## config.mk

```make
export PLATFORM = sky130hd
export DESIGN_NAME = move_to_front_recency_stack_core_flat
export DESIGN_NICKNAME = d
export VERILOG_FILES = /design/src/rtl/mtfrs_pkg.sv /design/src/rtl/mtfrs_req_if.sv /design/src/rtl/mtfrs_rsp_if.sv /design/src/rtl/mtfrs_cell.sv /design/src/rtl/move_to_front_recency_stack_core.sv /design/src/flat_wrapper.sv
export SDC_FILE = /design/constraint.sdc
export NUM_CORES = 2
export LEC_CHECK = 0
export ABC_AREA = 1
export CORE_AREA = 2 2 253 505
export CTS_CLUSTER_SIZE = 12
export DETAILED_ROUTE_END_ITERATION = 10
export DIE_AREA = 0 0 255 507
export DONT_BUFFER_PORTS = 1
export PLACE_DENSITY = 0.7
export REMOVE_ABC_BUFFERS = 1
export SYNTH_ARGS = -nofsm -noshare
export SYNTH_HDL_FRONTEND = slang
export SYNTH_SLANG_ARGS = --single-unit
```

## constraint.sdc

```tcl
create_clock -name clk_i -period 9.5 [get_ports clk_i]
set_clock_uncertainty 0.15 [all_clocks]
set_input_delay 1.9 -clock clk_i [delete_from_list [all_inputs] [get_ports clk_i]]
set_output_delay 1.9 -clock clk_i [all_outputs]
set_load 0.005 [all_outputs]
```

## src/rtl/mtfrs_pkg.sv

```systemverilog
package mtfrs_pkg;

  // Stack geometry
  localparam int unsigned STACK_DEPTH = 16;
  localparam int unsigned IDX_W       = $clog2(STACK_DEPTH);
  localparam int unsigned CNT_W       = $clog2(STACK_DEPTH + 1);

  // Field widths
  localparam int unsigned OP_W     = 2;
  localparam int unsigned NUM_W    = 40;
  localparam int unsigned NAME_W   = 16;
  localparam int unsigned STATUS_W = 3;
  localparam int unsigned OCC_W    = 5;

  typedef enum logic [OP_W-1:0] {
    OP_PUSH = 2'd0,
    OP_POP  = 2'd1,
    OP_LIST = 2'd2
  } opcode_e;

  typedef enum logic [STATUS_W-1:0] {
    ST_NEW     = 3'd0,
    ST_MOVED   = 3'd1,
    ST_EVICTED = 3'd2,
    ST_POPPED  = 3'd3,
    ST_EMPTY   = 3'd4,
    ST_LISTED  = 3'd5
  } status_e;

  // Per-cycle command broadcast to every cell
  typedef enum logic [1:0] {
    CELL_HOLD,
    CELL_PUSH,
    CELL_ROLL
  } cell_op_e;

  typedef struct packed {
    cell_op_e         op;
    logic             hit_any;
    logic [CNT_W-1:0] fill;
  } cell_ctl_t;

  typedef enum logic {
    S_IDLE,
    S_LIST
  } state_e;

endpackage

```

## src/rtl/mtfrs_req_if.sv

```systemverilog
interface mtfrs_req_if;
  logic                          valid;
  logic                          ready;
  logic [mtfrs_pkg::OP_W-1:0]    opcode;
  logic [mtfrs_pkg::NUM_W-1:0]   call_number;
  logic [mtfrs_pkg::NAME_W-1:0]  name_handle;

  modport source (output valid, output opcode, output call_number, output name_handle,
                  input ready);
  modport sink   (input valid, input opcode, input call_number, input name_handle,
                  output ready);
endinterface

```

## src/rtl/mtfrs_rsp_if.sv

```systemverilog
interface mtfrs_rsp_if;
  logic                            valid;
  logic                            ready;
  logic [mtfrs_pkg::STATUS_W-1:0]  status;
  logic [mtfrs_pkg::NUM_W-1:0]     out_number;
  logic [mtfrs_pkg::NAME_W-1:0]    out_name;
  logic [mtfrs_pkg::OCC_W-1:0]     occupancy;
  logic                            last_result;

  modport source (output valid, output status, output out_number, output out_name,
                  output occupancy, output last_result, input ready);
  modport sink   (input valid, input status, input out_number, input out_name,
                  input occupancy, input last_result, output ready);
endinterface

```

## src/rtl/mtfrs_cell.sv

```systemverilog
module mtfrs_cell (
  input  logic                          clk_i,
  input  logic [mtfrs_pkg::IDX_W-1:0]   idx_i,
  input  mtfrs_pkg::cell_ctl_t          ctl_i,
  input  logic [mtfrs_pkg::NUM_W-1:0]   key_i,
  input  logic [mtfrs_pkg::NUM_W-1:0]   up_num_i,
  input  logic [mtfrs_pkg::NAME_W-1:0]  up_name_i,
  input  logic [mtfrs_pkg::NUM_W-1:0]   dn_num_i,
  input  logic [mtfrs_pkg::NAME_W-1:0]  dn_name_i,
  input  logic [mtfrs_pkg::NUM_W-1:0]   wrap_num_i,
  input  logic [mtfrs_pkg::NAME_W-1:0]  wrap_name_i,
  input  logic                          hit_chain_i,
  input  logic [mtfrs_pkg::NAME_W-1:0]  name_chain_i,
  output logic                          hit_chain_o,
  output logic [mtfrs_pkg::NAME_W-1:0]  name_chain_o,
  output logic [mtfrs_pkg::NUM_W-1:0]   num_o,
  output logic [mtfrs_pkg::NAME_W-1:0]  name_o
);

  logic [mtfrs_pkg::NUM_W-1:0]  num_q, num_d;
  logic [mtfrs_pkg::NAME_W-1:0] name_q, name_d;
  logic [mtfrs_pkg::CNT_W-1:0]  pos;
  logic                         live;
  logic                         is_last;
  logic                         hit;
  logic                         take_up;

  assign pos     = mtfrs_pkg::CNT_W'(idx_i);
  assign live    = pos < ctl_i.fill;
  assign is_last = mtfrs_pkg::CNT_W'(pos + mtfrs_pkg::CNT_W'(1)) == ctl_i.fill;
  assign hit     = live && (num_q == key_i);

  // Suffix OR: some entry at or below this cell matched
  assign hit_chain_o  = hit | hit_chain_i;
  assign name_chain_o = name_chain_i | (hit ? name_q : '0);

  // On a hit only the cells down to the hit shift; on a miss all of them do
  assign take_up = ctl_i.hit_any ? hit_chain_o : 1'b1;

  always_comb begin
    num_d  = num_q;
    name_d = name_q;
    case (ctl_i.op)
      mtfrs_pkg::CELL_PUSH: begin
        if (take_up) begin
          num_d  = up_num_i;
          name_d = up_name_i;
        end
      end
      mtfrs_pkg::CELL_ROLL: begin
        // The last live entry closes the ring by taking the old top
        if (is_last) begin
          num_d  = wrap_num_i;
          name_d = wrap_name_i;
        end else begin
          num_d  = dn_num_i;
          name_d = dn_name_i;
        end
      end
      default: ;
    endcase
  end

  always_ff @(posedge clk_i) begin
    num_q  <= num_d;
    name_q <= name_d;
  end

  assign num_o  = num_q;
  assign name_o = name_q;

endmodule

```

## src/rtl/move_to_front_recency_stack_core.sv

```systemverilog
// Channel   Dir  Payload                                             Accepted when
// req_i     in   opcode, call_number, name_handle                     valid && ready
// rsp_o     out  status, out_number, out_name, occupancy, last_result valid && ready
//
// Push and pop finish at the clock edge that accepts them: on a push every cell
// compares its key at once and the row shifts in that clock edge. A list
// request on a non-empty stack streams one entry per cycle while rsp_o is free,
// rolling the live entries through the top cell. A single output register holds
// the response; a stall on rsp_o holds the stack and blocks the next request only
// once that register is full. Reset clears the fill count and control state only.
module move_to_front_recency_stack_core (
  input  logic  clk_i,
  input  logic  rst_ni,
  mtfrs_req_if.sink   req_i,
  mtfrs_rsp_if.source rsp_o
);

  localparam int unsigned Depth = mtfrs_pkg::STACK_DEPTH;

  mtfrs_pkg::state_e              state_q, state_d;
  logic [mtfrs_pkg::CNT_W-1:0]    fill_q, fill_d;
  logic [mtfrs_pkg::CNT_W-1:0]    remain_q, remain_d;

  logic                           out_valid_q, out_valid_d;
  logic [mtfrs_pkg::STATUS_W-1:0] out_status_q, out_status_d;
  logic [mtfrs_pkg::NUM_W-1:0]    out_num_q, out_num_d;
  logic [mtfrs_pkg::NAME_W-1:0]   out_name_q, out_name_d;
  logic [mtfrs_pkg::OCC_W-1:0]    out_occ_q, out_occ_d;
  logic                           out_last_q, out_last_d;
  logic                           out_load;

  logic                           out_free;
  logic                           accept;
  logic                           is_empty;
  logic                           is_full;

  mtfrs_pkg::cell_op_e            cell_op;
  mtfrs_pkg::cell_ctl_t           ctl;
  logic [mtfrs_pkg::NAME_W-1:0]   load_name;

  logic [mtfrs_pkg::NUM_W-1:0]    cell_num  [Depth];
  logic [mtfrs_pkg::NAME_W-1:0]   cell_name [Depth];
  logic                           hit_c     [Depth+1];
  logic [mtfrs_pkg::NAME_W-1:0]   name_c    [Depth+1];

  assign out_free    = !out_valid_q || rsp_o.ready;
  assign req_i.ready = (state_q == mtfrs_pkg::S_IDLE) && out_free;
  assign accept      = req_i.valid && req_i.ready;
  assign is_empty    = fill_q == '0;
  assign is_full     = fill_q == mtfrs_pkg::CNT_W'(Depth);

  assign ctl = '{op: cell_op, hit_any: hit_c[0], fill: fill_q};

  // A held key keeps its stored name; a new key brings the request's name
  assign load_name = hit_c[0] ? name_c[0] : req_i.name_handle;

  assign hit_c[Depth]  = 1'b0;
  assign name_c[Depth] = '0;

  // Row of cells: cell 0 is the most recent entry
  for (genvar g = 0; g < Depth; g++) begin : g_cell
    logic [mtfrs_pkg::NUM_W-1:0]  up_num;
    logic [mtfrs_pkg::NAME_W-1:0] up_name;
    logic [mtfrs_pkg::NUM_W-1:0]  dn_num;
    logic [mtfrs_pkg::NAME_W-1:0] dn_name;

    if (g == 0) begin : g_top
      assign up_num  = req_i.call_number;
      assign up_name = load_name;
    end else begin : g_mid
      assign up_num  = cell_num[g-1];
      assign up_name = cell_name[g-1];
    end

    if (g == Depth - 1) begin : g_bot
      assign dn_num  = cell_num[0];
      assign dn_name = cell_name[0];
    end else begin : g_up
      assign dn_num  = cell_num[g+1];
      assign dn_name = cell_name[g+1];
    end

    mtfrs_cell u_cell (
      .clk_i        (clk_i),
      .idx_i        (mtfrs_pkg::IDX_W'(g)),
      .ctl_i        (ctl),
      .key_i        (req_i.call_number),
      .up_num_i     (up_num),
      .up_name_i    (up_name),
      .dn_num_i     (dn_num),
      .dn_name_i    (dn_name),
      .wrap_num_i   (cell_num[0]),
      .wrap_name_i  (cell_name[0]),
      .hit_chain_i  (hit_c[g+1]),
      .name_chain_i (name_c[g+1]),
      .hit_chain_o  (hit_c[g]),
      .name_chain_o (name_c[g]),
      .num_o        (cell_num[g]),
      .name_o       (cell_name[g])
    );
  end

  // Next state
  always_comb begin
    state_d = state_q;
    unique case (state_q)
      mtfrs_pkg::S_IDLE: begin
        if (accept && req_i.opcode == mtfrs_pkg::OP_LIST && !is_empty) begin
          state_d = mtfrs_pkg::S_LIST;
        end
      end
      mtfrs_pkg::S_LIST: begin
        if (out_free && remain_q == mtfrs_pkg::CNT_W'(1)) begin
          state_d = mtfrs_pkg::S_IDLE;
        end
      end
      default: state_d = mtfrs_pkg::S_IDLE;
    endcase
  end

  // Cell command, fill count and response
  always_comb begin
    cell_op      = mtfrs_pkg::CELL_HOLD;
    fill_d       = fill_q;
    remain_d     = remain_q;
    out_load     = 1'b0;
    out_status_d = out_status_q;
    out_num_d    = out_num_q;
    out_name_d   = out_name_q;
    out_last_d   = 1'b1;

    unique case (state_q)
      mtfrs_pkg::S_IDLE: begin
        if (accept) begin
          case (req_i.opcode)
            mtfrs_pkg::OP_PUSH: begin
              cell_op  = mtfrs_pkg::CELL_PUSH;
              out_load = 1'b1;
              if (hit_c[0]) begin
                out_status_d = mtfrs_pkg::ST_MOVED;
                out_num_d    = req_i.call_number;
                out_name_d   = name_c[0];
              end else if (is_full) begin
                // Report the bottom entry that drops off
                out_status_d = mtfrs_pkg::ST_EVICTED;
                out_num_d    = cell_num[Depth-1];
                out_name_d   = cell_name[Depth-1];
              end else begin
                out_status_d = mtfrs_pkg::ST_NEW;
                out_num_d    = req_i.call_number;
                out_name_d   = req_i.name_handle;
                fill_d       = mtfrs_pkg::CNT_W'(fill_q + mtfrs_pkg::CNT_W'(1));
              end
            end
            mtfrs_pkg::OP_POP: begin
              out_load = 1'b1;
              if (is_empty) begin
                out_status_d = mtfrs_pkg::ST_EMPTY;
                out_num_d    = '0;
                out_name_d   = '0;
              end else begin
                cell_op      = mtfrs_pkg::CELL_ROLL;
                out_status_d = mtfrs_pkg::ST_POPPED;
                out_num_d    = cell_num[0];
                out_name_d   = cell_name[0];
                fill_d       = mtfrs_pkg::CNT_W'(fill_q - mtfrs_pkg::CNT_W'(1));
              end
            end
            mtfrs_pkg::OP_LIST: begin
              if (is_empty) begin
                out_load     = 1'b1;
                out_status_d = mtfrs_pkg::ST_EMPTY;
                out_num_d    = '0;
                out_name_d   = '0;
              end else begin
                remain_d = fill_q;
              end
            end
            default: ;  // unused opcode: drop silently
          endcase
        end
      end
      mtfrs_pkg::S_LIST: begin
        // Emit the top entry and roll the live entries up by one
        if (out_free) begin
          cell_op      = mtfrs_pkg::CELL_ROLL;
          out_load     = 1'b1;
          out_status_d = mtfrs_pkg::ST_LISTED;
          out_num_d    = cell_num[0];
          out_name_d   = cell_name[0];
          out_last_d   = remain_q == mtfrs_pkg::CNT_W'(1);
          remain_d     = mtfrs_pkg::CNT_W'(remain_q - mtfrs_pkg::CNT_W'(1));
        end
      end
      default: ;
    endcase

    out_occ_d   = mtfrs_pkg::OCC_W'(fill_d);
    out_valid_d = out_load || (out_valid_q && !rsp_o.ready);
  end

  always_ff @(posedge clk_i or negedge rst_ni) begin
    if (!rst_ni) begin
      state_q     <= mtfrs_pkg::S_IDLE;
      fill_q      <= '0;
      remain_q    <= '0;
      out_valid_q <= 1'b0;
    end else begin
      state_q     <= state_d;
      fill_q      <= fill_d;
      remain_q    <= remain_d;
      out_valid_q <= out_valid_d;
    end
  end

  // Hold the response payload until a new one is loaded
  always_ff @(posedge clk_i) begin
    if (out_load) begin
      out_status_q <= out_status_d;
      out_num_q    <= out_num_d;
      out_name_q   <= out_name_d;
      out_occ_q    <= out_occ_d;
      out_last_q   <= out_last_d;
    end
  end

  assign rsp_o.valid       = out_valid_q;
  assign rsp_o.status      = out_status_q;
  assign rsp_o.out_number  = out_num_q;
  assign rsp_o.out_name    = out_name_q;
  assign rsp_o.occupancy   = out_occ_q;
  assign rsp_o.last_result = out_last_q;

endmodule
```

## src/flat_wrapper.sv

```systemverilog
// flat-port wrapper written by rule: the top's interface ports become plain ports
module move_to_front_recency_stack_core_flat 
  (clk_i, rst_ni, req_i_valid, req_i_opcode, req_i_call_number, req_i_name_handle, req_i_ready, rsp_o_valid, rsp_o_status, rsp_o_out_number, rsp_o_out_name, rsp_o_occupancy, rsp_o_last_result, rsp_o_ready);
  mtfrs_req_if req_i_i ();
  mtfrs_rsp_if rsp_o_i ();
  input  logic clk_i;
  input  logic rst_ni;
  input wire logic [$bits(req_i_i.valid)-1:0] req_i_valid;
  input wire logic [$bits(req_i_i.opcode)-1:0] req_i_opcode;
  input wire logic [$bits(req_i_i.call_number)-1:0] req_i_call_number;
  input wire logic [$bits(req_i_i.name_handle)-1:0] req_i_name_handle;
  output wire logic [$bits(req_i_i.ready)-1:0] req_i_ready;
  output wire logic [$bits(rsp_o_i.valid)-1:0] rsp_o_valid;
  output wire logic [$bits(rsp_o_i.status)-1:0] rsp_o_status;
  output wire logic [$bits(rsp_o_i.out_number)-1:0] rsp_o_out_number;
  output wire logic [$bits(rsp_o_i.out_name)-1:0] rsp_o_out_name;
  output wire logic [$bits(rsp_o_i.occupancy)-1:0] rsp_o_occupancy;
  output wire logic [$bits(rsp_o_i.last_result)-1:0] rsp_o_last_result;
  input wire logic [$bits(rsp_o_i.ready)-1:0] rsp_o_ready;
  assign req_i_i.valid = req_i_valid;
  assign req_i_i.opcode = req_i_opcode;
  assign req_i_i.call_number = req_i_call_number;
  assign req_i_i.name_handle = req_i_name_handle;
  assign req_i_ready = req_i_i.ready;
  assign rsp_o_valid = rsp_o_i.valid;
  assign rsp_o_status = rsp_o_i.status;
  assign rsp_o_out_number = rsp_o_i.out_number;
  assign rsp_o_out_name = rsp_o_i.out_name;
  assign rsp_o_occupancy = rsp_o_i.occupancy;
  assign rsp_o_last_result = rsp_o_i.last_result;
  assign rsp_o_i.ready = rsp_o_ready;
  move_to_front_recency_stack_core u_core (.clk_i(clk_i), .rst_ni(rst_ni), .req_i(req_i_i), .rsp_o(rsp_o_i));
endmodule
```

==> flow_summary.json, run 1 <==
{
  "synthFlopType": "edfxtp_1",
  "routabilityCongestion": 1.28,
  "ys_ff_latch": 973,
  "syn_inst": 7695,
  "cts_made_buffers": 96,
  "synth_warnings": 0,
  "yosysTopAreaCell": "edfxtp_1",
  "yosysMostFrequentCell": "nand2_1",
  "htree_num_levels": 3,
  "initial_core_util_pct": 49.8,
  "yosysTopAreaCellShare_pct": 46.2,
  "cts_root_buffer": "clkbuf_16",
  "hold_buffers": 0,
  "synth-async-reset-ratio_pct": 1.23,
  "syn_area_sq_um": 62400,
  "status": "stopped before the end",
  "error": "[ERROR GRT-0116] Global routing finished with congestion. Check the congestion regions in the DRC Viewer.",
  "ctsResizeCount": 0,
  "post_cts_buffers": 0,
  "synthTopCellsByCount": "nand2_1 (1,998), o21ai_0 (1,126), edfxtp_1 (961), inv_1 (904), o211ai_1 (579)",
  "io_buffers": 0,
  "stop_stage": "global routing",
  "pin_count": 129,
  "die_y_um": 507,
  "clk_path_buf_depth": 3,
  "grt_overflow_total": 492,
  "ys_top_cells_by_area": "edfxtp_1 (46%), nand2_1 (12%), o21ai_0 (9.0%)",
  "placementRows": 184,
  "grt_pass1_vias": 73200,
  "dp.final_hpwl_um": 310000,
  "grt_pass1_wl_um": 673000,
  "track_usage_pct": 74.1,
  "ys_seq_area_share_pct": 46.7,
  "die_w_um": 255,
  "syn-mean-instance-area_sq_um": 8.11,
  "synth-edff-count": 961,
  "yosysUniqueCellTypes": 59,
  "grt_max_degree": 246,
  "cts_num_sinks": 973
}
-- layer usage --
| layer | GRT usage, % | overflow |
|---|---|---|
| met1 | 75.8 | 1 |
| met2 | 92.2 | 295 |
| met3 | 53.3 | 4 |
| met4 | 76.3 | 192 |
| met5 | 16.8 | 0 |
-- stage by stage --
stage          setup WS (ps)  hold slack [ps]  area, sq um  cells
2_1_floorplan         -18400              374        60000   7160
3_3_place_gp            2150              386        63500   8949
3_5_place_dp            2160              404        63500   8949
4_1_cts                 2860              412        66300   9096
-- logic make-up after synthesis --
kind of cell | after synthesis | share of synthesized area (%)
fa+ha+maj | 11 | 0.220
xor+xnor | 383 | 5.37
buf+inv | 1475 | 9.52
flops | 973 | 46.7
simple gates | 2915 | 19.7
compound gates | 1938 | 18.4
==> run 2: changes to the inputs <==
- CORE_AREA: 2 2 253 505 -> 2 2 426 428
- CTS_CLUSTER_SIZE: 12 -> default
- DIE_AREA: 0 0 255 507 -> 0 0 428 430
- PLACE_DENSITY: 0.7 -> default
- PLACE_DENSITY_LB_ADDON: default -> 0.15
==> flow_summary.json, run 2 <==
{
  "status": "finished with violations",
  "violations": "capacitance limit, slew limit",
  "drt-total-wl_um": 392000,
  "grt_overflow_total": 0,
  "power.internal_mw": 11.3,
  "r2r_slack_ps": 3270,
  "yosysTopAreaCellShare_pct": 46.2,
  "cts_tree": "yes",
  "crit_chain": "xnor2_2 -> nand2_1 -> nor3_1 -> nor3b_1 -> nand3_1 -> inv_1 -> nor2_4 -> nand4_4 -> inv_2 -> buf_4 -> o21ai_0 -> nand2_4 -> buf_12",
  "worst_slew_pin_slew_ps": 1510,
  "firstDrtPassIters": 8,
  "placed_cell_area_sq_um": 64700,
  "htree_num_levels": 4,
  "period_needed_ps": 6510,
  "wl_per_cell_um": 39.5,
  "final-hold-violation-count": 0,
  "grt_max_degree": 264,
  "viasPerCell": 6.18,
  "pin_count": 129,
  "post-route-util_pct": 38.3,
  "synth-edff-count": 961,
  "crit_path_max_fanout": 31,
  "regArea_sq_um": 29200,
  "total_power_mw": 21.3,
  "path_class": "primary input to flop",
  "seq_power_share_pct": 36.7,
  "cts_made_buffers": 131,
  "ys_seq_area_share_pct": 46.7,
  "crit_path_end_kind": "flop",
  "final_common_cell": "nand2_1",
  "yosysUniqueCellTypes": 59,
  "synthTopCellsByCount": "nand2_1 (1,998), o21ai_0 (1,126), edfxtp_1 (961), inv_1 (904), o211ai_1 (579)",
  "die_w_um": 428,
  "placementRows": 156,
  "area_delta_synth_final_pct": 10.4,
  "critPathTopFamily": "simple AND/OR/NAND/NOR gates",
  "worstPathArrival_ps": 6900,
  "track_usage_pct": 41.4,
  "yosysTopAreaCell": "edfxtp_1",
  "layout_common_cells": "nand2_1 (1,977), o21ai_0 (1,120), edfxtp_1 (961), inv_1 (903), o211ai_1 (579)",
  "ctsResizeCount": 0,
  "die_y_um": 430,
  "layout_worst_path_cycle_share_pct": 68.5,
  "syn-mean-instance-area_sq_um": 8.11,
  "multi_input_area_sq_um": 27800,
  "hold_buffers": 0,
  "ys_ff_latch": 973,
  "grt_antenna_before_repair": 43,
  "largest_reg_flops": 640,
  "power.leakage_nw": 27.5,
  "cp_slowest_cell": "xnor2_2",
  "hold_path_class": "flop to flop",
  "clk_latency_ps": 850,
  "slowest_delay_ps": 830,
  "fp.dieArea_sq_um": 184000,
  "grt_pass1_wl_um": 514000,
  "post_cts_buffers": 0,
  "fillCellCount": 18800,
  "timing.fmax_mhz": 154,
  "peakVddDrop_mv": 0.210,
  "grt_pass1_vias": 55600,
  "crit_required_ps": 9890,
  "ys_top_cells_by_area": "edfxtp_1 (46%), nand2_1 (12%), o21ai_0 (9.0%)",
  "dp.final_hpwl_um": 303000,
  "core-area_sq_um": 180000,
  "relSlewSlack_pct": -1.38,
  "routabilityCongestion": 1.09,
  "final_max_slew_viol_count": 3,
  "nNetsFinal": 7506,
  "drive_above_1_share_pct": 5.88,
  "power_density_nw_per_um2": 309,
  "finalSetupViolCount": 0,
  "synth-async-reset-ratio_pct": 1.23,
  "clk_path_buf_depth": 3,
  "path_buf_inv": 4,
  "maxCapViolations": 1,
  "fin_setup_tns_ps": 0,
  "syn_inst": 7695,
  "postLayoutCellArea_sq_um": 68900,
  "drc_errors": 0,
  "initial_core_util_pct": 34.7,
  "net-switching-power_mw": 9.99,
  "switching_share_pct": 46.8,
  "cts_num_sinks": 973,
  "synthFlopType": "edfxtp_1",
  "vias": 61400,
  "drtIter0Drc": 9796,
  "rsz0062_at_grt": "false",
  "clkTransAtPathRegs_ps": 60,
  "ant_nets": 0,
  "combinationalPowerShare_pct": 39.8,
  "cts_root_buffer": "clkbuf_16",
  "start_kind": "primary input",
  "syn_area_sq_um": 62400,
  "pwr-share-clk_pct": 23.5,
  "io_buffers": 0,
  "yosysMostFrequentCell": "nand2_1",
  "synth_warnings": 0
}
[run 2: cell counts after synthesis]
Identical to the previous run, type by type.
[run 2: worst paths after layout]
check                                                  start                                  to  cells after the start
max                                    req_i_call_number[22]  u_core.g_cell[15].u_cell.num_o[22]                     13
min                        u_core.g_cell[2].u_cell.name_o[1]   u_core.g_cell[1].u_cell.name_o[1]                      2
max reg2reg                                 u_core.fill_q[4]  u_core.g_cell[15].u_cell.num_o[22]                     16
min reg2reg                u_core.g_cell[2].u_cell.name_o[1]   u_core.g_cell[1].u_cell.name_o[1]                      2
max in group asynchronous                             rst_ni                  u_core.remain_q[2]                      0
min in group asynchronous                             rst_ni                    u_core.fill_q[1]                      0
[run 2: power by group through the flow]
stage / logic (mW) / clock network (mW) / registers [mW]
final: 8.48 / 5.02 / 7.83
after global routing: 8.82 / 5.20 / 7.90
after CTS: 8.16 / 5.04 / 7.76
after detailed placement: 8.13 / 0 / 7.83
after global placement: 8.11 / 0 / 7.84
after floorplan: 4.26 / 0 / 7.42
[run 2: metal layers]
| metal | track usage (%) | routed length [um] |
|---|---|---|
| met1 | 55.1 | 159000 |
| met2 | 61.2 | 166000 |
| met3 | 11.7 | 43000 |
| met4 | 21.3 | 23700 |
| met5 | 0 | 146 |
[run 2: cell families (layout without fill, tap and decap cells)]
kind of cell | after synthesis | after routing | synth area share [%]
AOI/OAI and AO/OA | 1938 | 1938 | 18.4
xor gates and xnor gates | 383 | 383 | 5.37
adders and majority gates | 11 | 11 | 0.220
buffers and inverters | 1475 | 1317 | 9.52
DFF | 973 | 973 | 46.7
other | 0 | 23 | 0
and+or+nand+nor | 2915 | 2915 | 19.7
[run 2: per-stage QoR]
step                setup slack [ps]  instances  hold slack [ps]
floorplan                     -18400       7160              374
global placement                2470       9669              383
detailed placement              2470       9670              394
CTS                             3340       9907              405
global route                    3080       9908              435
finish                          2990       9930              402
[run 2: final cells by class]
| cell class | count | share of cell area (%) |
|---|---|---|
| multi-input combinational | 5247 | 40.4 |
| timing repair buffer | 140 | 1.78 |
| tap | 2370 | 4.30 |
| sequential | 973 | 42.3 |
| antenna | 23 | 0.0835 |
| clock inverter | 68 | 0.949 |
| inverter | 940 | 5.14 |
| clock buffer | 169 | 5.06 |
[run 2: worst min-delay path: cells and delay by family, from the launching register on]
family	cells	cell delay, ps
AND/OR/NAND/NOR	1	50
AO/OA/AOI/OAI	1	60
flip-flops	1	340
(Power assumes the default switching activity.)
